### src/rtl/jssp_pkg.sv
`default_nettype none
package jssp_pkg;

	localparam int AXES_DEF  = 6;
	localparam int QDEPTH    = 2;
	localparam int DIV_STEPS = 64;

	localparam logic [30:0] MIN_DUR = 31'd328;
	localparam logic [30:0] ONE_Q30 = 31'h4000_0000;

	localparam logic [1:0] OP_LOAD  = 2'd0;
	localparam logic [1:0] OP_START = 2'd1;
	localparam logic [1:0] OP_STEP  = 2'd2;

	localparam logic [1:0] ST_OK        = 2'd0;
	localparam logic [1:0] ST_INVALID   = 2'd1;
	localparam logic [1:0] ST_LIMIT     = 2'd2;
	localparam logic [1:0] ST_NOT_READY = 2'd3;

	typedef enum logic [1:0] {
		K_LOAD,
		K_START,
		K_STEP,
		K_BAD
	} kind_t;

	typedef struct packed {
		kind_t              kind;
		logic [2:0]         axis;
		logic signed [31:0] position;
		logic signed [31:0] velocity;
		logic [30:0]        accel_limit;
		logic signed [31:0] pos_min;
		logic signed [31:0] pos_max;
		logic [30:0]        dt;
	} cmd_t;

	typedef struct packed {
		logic [1:0]  status;
		logic [2:0]  axis_out;
		logic [31:0] position_out;
		logic [31:0] velocity_out;
		logic [31:0] accel_out;
		logic [1:0]  vector_status;
		logic        last;
		logic        still_active;
	} res_t;

	typedef enum logic [3:0] {
		B_IDLE,
		B_DECODE,
		B_CHK,
		B_RDIV,
		B_RWAIT,
		B_EMUL,
		B_ECHK,
		B_UDIV,
		B_UWAIT,
		B_MUL,
		B_MWB,
		B_ADIV,
		B_AWAIT,
		B_EMIT
	} bstate_t;

endpackage
`default_nettype wire

### src/rtl/jssp_fifo.sv
`default_nettype none
module jssp_fifo (
	input  wire logic           clk,
	input  wire logic           arst_n,
	input  wire logic           push,
	input  wire jssp_pkg::cmd_t wr_cmd,
	output logic                full,
	input  wire logic           pop,
	output logic                empty,
	output jssp_pkg::cmd_t      rd_cmd
);

	localparam int PW = (jssp_pkg::QDEPTH > 1) ? $clog2(jssp_pkg::QDEPTH) : 1;
	localparam int CW = $clog2(jssp_pkg::QDEPTH + 1);

	jssp_pkg::cmd_t mem_q [jssp_pkg::QDEPTH];
	logic [PW-1:0]  wr_q;
	logic [PW-1:0]  rd_q;
	logic [CW-1:0]  cnt_q;
	logic           do_push;
	logic           do_pop;

	assign full    = cnt_q == CW'(jssp_pkg::QDEPTH);
	assign empty   = cnt_q == '0;
	assign do_push = push && !full;
	assign do_pop  = pop && !empty;
	assign rd_cmd  = mem_q[rd_q];

	always_ff @(posedge clk or negedge arst_n) begin
		if (!arst_n) begin
			wr_q  <= '0;
			rd_q  <= '0;
			cnt_q <= '0;
		end else begin
			if (do_push) begin
				wr_q <= (wr_q == PW'(jssp_pkg::QDEPTH - 1)) ? '0 : wr_q + 1'b1;
			end
			if (do_pop) begin
				rd_q <= (rd_q == PW'(jssp_pkg::QDEPTH - 1)) ? '0 : rd_q + 1'b1;
			end
			if (do_push && !do_pop) begin
				cnt_q <= cnt_q + 1'b1;
			end else if (do_pop && !do_push) begin
				cnt_q <= cnt_q - 1'b1;
			end
		end
	end

	always_ff @(posedge clk) begin
		if (do_push) begin
			mem_q[wr_q] <= wr_cmd;
		end
	end

endmodule
`default_nettype wire

### config.mk
export PLATFORM = sky130hd
export DESIGN_NAME = jssp_fifo
export DESIGN_NICKNAME = d
export VERILOG_FILES = /design/src/rtl/jssp_pkg.sv /design/src/rtl/jssp_fifo.sv
export SDC_FILE = /design/constraint.sdc
export NUM_CORES = 1
export LEC_CHECK = 0
export ABC_AREA = 1
export ABC_CLOCK_PERIOD_IN_PS = 15430
export BUFFER_PORTS_ARGS = -buffer_cell sky130_fd_sc_hd__clkbuf_2
export CAP_MARGIN = 20
export CORE_ASPECT_RATIO = 0.75
export CORE_MARGIN = 2
export CORE_UTILIZATION = 25
export CTS_BUF_LIST = sky130_fd_sc_hd__clkbuf_8
export CTS_CLUSTER_DIAMETER = 50
export DETAILED_ROUTE_END_ITERATION = 10
export SYNTH_ARGS = -nofsm -noshare
export SYNTH_HDL_FRONTEND = slang
export SYNTH_SLANG_ARGS = --single-unit
### constraint.sdc
create_clock -name clk -period 15.43 [get_ports clk]
set_clock_uncertainty 0.15 [all_clocks]
set_input_delay 1.543 -clock clk [delete_from_list [all_inputs] [get_ports clk]]
set_output_delay 1.543 -clock clk [all_outputs]
set_load 0.1 [all_outputs]
* After elaboration in Yosys (flattened, before gate mapping) *
Memory sizes are Yosys's and may differ from the RTL's.
Cells that the tools add are included.

storage, ports and cells
  RAM bits = 390
  output and inout bits = 197
  register bits = 4
  word-level logic and storage cells = 25
  memories = 1

cells by class
  muxes and demuxes = 6
  reductions and logical operators = 10
  equal/unequal tests = 1
  add/subtract/negate cells = 4

memories
  memory  words  width  rd ports  clocked after memory_dff  write ports  RTL line         source
  mem_q   2      195    1         0                         1            jssp_fifo.sv:16  jssp_pkg::cmd_t mem_q [jssp_pkg::QDEPTH];

operator list
  cell                                              number
  logical AND 1 bit                                 4
  logical NOT 1 bit                                 4
  two-way mux 1 bit                                 4
  two-way mux 2 bit                                 2
  adder 1 bit, second input constant                2
  adder 2 x 1 -> 2 bit, second input constant       1
  == test 2 bit, second input constant              1
  logical NOT 2 bit                                 1
  nonzero test 2 bit                                1
  subtractor 2 x 1 -> 2 bit, second input constant  1

* Depth between registers and ports, before layout *
  depth in word-level cells = 7
  mapped depth = 9
  depth with buffers taken out = 9

* Worst setup path before layout *
No wires, ideal clock.

  path kind = input to register
  start = input port push
  end = memory mem_q[1][0] (netlist name) (enable)
  slack = 4,793 ps
  setup time = 753 ps
  stages on the path = 2
  arrival time = 9,733 ps
  required time = 14,527 ps
  path buffers = 0
  cells stage by stage = o21ai_0 nor2_1

between the ends
  word-level cells in the longest chain between the ends = 3

RTL lines
  item                                     RTL line         source
  start: declaration                       jssp_fifo.sv:5   input wire logic push,
  logical AND 1 bit                        jssp_fifo.sv:25  assign do_push = push && !full;
  two-way mux 1 bit                        jssp_fifo.sv:50  if (do_push) begin
  two-way mux 1 bit (not written as such)  jssp_fifo.sv:51  mem_q[wr_q] <= wr_cmd;
  end: declaration                         jssp_fifo.sv:16

No other way between the ends.

==> summary.md <==
| Metric | Value |
|---|---|
| Final Cell Area | about 18000 um^2 |
| Sum Neg Setup Slack | 0 ps |
| Slew Limit Fails | 0 |
| Setup slack after layout | approximately 9500 ps |
| Synthesized cell area | around 14000 um^2 |
| Final Hold Viols | 0 |
| Storage cell area | approximately 12000 um^2 |
| Core ar. | around 57000 um^2 |
| Die ar. | about 60000 um^2 |
| Synth-to-layout area growth | 26.9% |
| Pre-CTS setup slack | roughly 10000 ps |
| Number of enable flip-flop cells after synthesis | slightly below 400 |
| GPL Wtd Cong | about 0.77 |
| CTS clk-pin slew, worst paths | ~60 ps |
| Largest net degree at the start of global routing | slightly above 80 |
| Residual DRC | 0 |
| Setup CP Type | reg2out |
| Most common cell after layout, fill and taps aside | nand2_1 |
| Post CTS Setup Buffer Count | 0 |
| YS warnings | 0 |
| CTS Buffer Depth | 3 |
| Clk sinks | a little under 400 |
| Wirelength per Cell | 14.8 um |
| Antenna viol nets, final | 0 |
| Initial antenna violation count | 2 |
| HPWL after DPL | between 20 and 25 mm |
| Status | completed |
| Area occupied by multi-input gates | around 2300 um^2 |
| Clock root cell | clkbuf_8 |
| DRC violation total after the first TritonRoute iteration | between 400 and 500 |
| Worst-margin pin slew | about 1000 ps |
| 1st-pass router iterations | 5 |
| Worst-path fanout max | 73 |
| Fillcell total | 5765 |
| Buffers on Ports | 395 |
| Slew margin rel. | 0.303 |
| Finished Core Util | 0.320 |
| # setup viols final | 0 |
| Synth Flop Type | edfxtp_1 |
| TritonCTS Buffers | 67 |
| Crit path DAT | ~4200 ps |
| Most frequent cells in the layout | nand2_1, clkbuf_2, edfxtp_1 |
| Drt total wl | between 30 and 40 mm |
| Synth Register Bits | approximately 400 |
| Max-Cap Viols | 0 |
| HP Class | reg2reg |
| Clock period minus final worst setup slack | around 5900 ps |
| Share of cells above drive strength 1 | 0.321 |
| Critical Path Start Type | flip-flop |
| First-pass GRT wire length | a little over 50 mm |
| Post-synth ARST share | 0.0102 |
| Syn avg cell area | ~14 um^2 |
| Crit share post-route | 0.382 |
| Starting Density | 0.252 |
| Drt via density | approximately 4.0 |
| Post-Place Cell Area | 17200 um^2 |
| Gate Count Post-Synth | around 1100 |
| Total track usage | 0.111 |
| CTS tree | built |
| RSZ-0062 raised after global routing | false |
| Sequential share of the synthesized area | 0.817 |
| Die X | approximately 280 um |
| Post-cts resize count | 0 |
| Die height | around 210 um |
| Critical Path RT | ~14000 ps |
| I/O pin cnt | approximately 400 |
| Post-Syn Nets | about 1300 |
| Hold_buf cts | 0 |
| Num rows | 76 |
| Vias | roughly 9200 |
| Nature of the critical path endpoint | primary output |
| Clk Latency, worst-skew pair | a little over 600 ps |
| Final Net Count | 1680 |
| Synth unique cells | 15 |
| Max frequency | roughly 170 MHz |
| Vias in the first global route | just over 9000 |
| GRT overflow | 0 |
| CTS H-Tree Depth | 3 |
==> worst max-delay path, cell delays in order (launching register included) <==
cell	delay, ps
dfrtp_4	750
inv_6	450
buf_4	710
buf_4	720
nand2_1	140
nand2_1	120
clkbuf_2	460
==> metrics by stage <==
step | hold WS [ps] | cells
global placement | 317 | 2191
detailed placement | 316 | 2191
floorplan | 299 | 1050
global route | 354 | 2307
CTS | 333 | 2307
finish | 326 | 2308
==> registers in the layout, summed over array words and instances (netlist names) <==
signal  cells
rd_q        1
mem_q     390
wr_q        1
cnt_q       2
==> cells by family after synthesis <==
family / count (synthesis) / share of synthesized area
AOI/OAI and AO/OA: 2 / 0.000693
xor gates and xnor gates: 1 / 0.000606
adders and majority gates: 1 / 0.000866
buffers and inverters: 51 / 0.0241
DFF: 394 / 0.817
and+or+nand+nor: 601 / 0.157
==> per-layer routing <==
metal / vias to the layer above / wire length [um] / global-route usage / share of wire
met5: - / 30 / 0 / 0.00088
met4: 4 / 667 / 0.0354 / 0.020
met3: 66 / 3390 / 0.0522 / 0.099
met2: 349 / 15600 / 0.174 / 0.46
met1: 4347 / 14500 / 0.136 / 0.42
li1: 4420 / - / - / -
==> Yosys cell counts, types with 2 or more instances <==
| cell | n | area share |
|---|---|---|
| dfrtp_1 | 4 | 0.0069 |
| buf_2 | 21 | 0.0073 |
| nor2_1 | 4 | 0.0010 |
| o21ai_0 | 2 | 0.00069 |
| edfxtp_1 | 390 | 0.81 |
| nand2_1 | 594 | 0.15 |
| inv_1 | 7 | 0.0018 |
| buf_4 | 10 | 0.0052 |
| buf_6 | 12 | 0.0093 |
==> area by class of cell <==
cell class | instances | area share
sequential | 394 | 0.644
clock inverter | 48 | 0.0123
multi-input combinational | 605 | 0.126
tap | 780 | 0.0532
antenna | 1 | 0.000136
clock buffer | 68 | 0.0510
inverter | 8 | 0.00232
timing repair buffer | 404 | 0.111
==> path summary, 6_finish.rpt <==
check / start / endpoint / slack, ps / cells past startpoint
setup / recovery: rd_q / rd_cmd[132] / 9530 / 6
hold / removal: wr_q / wr_q / 330 / 2
setup reg to reg: rd_q / rd_q / 11930 / 5
hold reg to reg: wr_q / wr_q / 330 / 2
max in group asynchronous: arst_n / rd_q / 14290 / 1
min in group asynchronous: arst_n / cnt_q[0] / 620 / 1
Power is not shown: default switching activity piles up to over one toggle a cycle in this logic, so the estimate is an artifact.
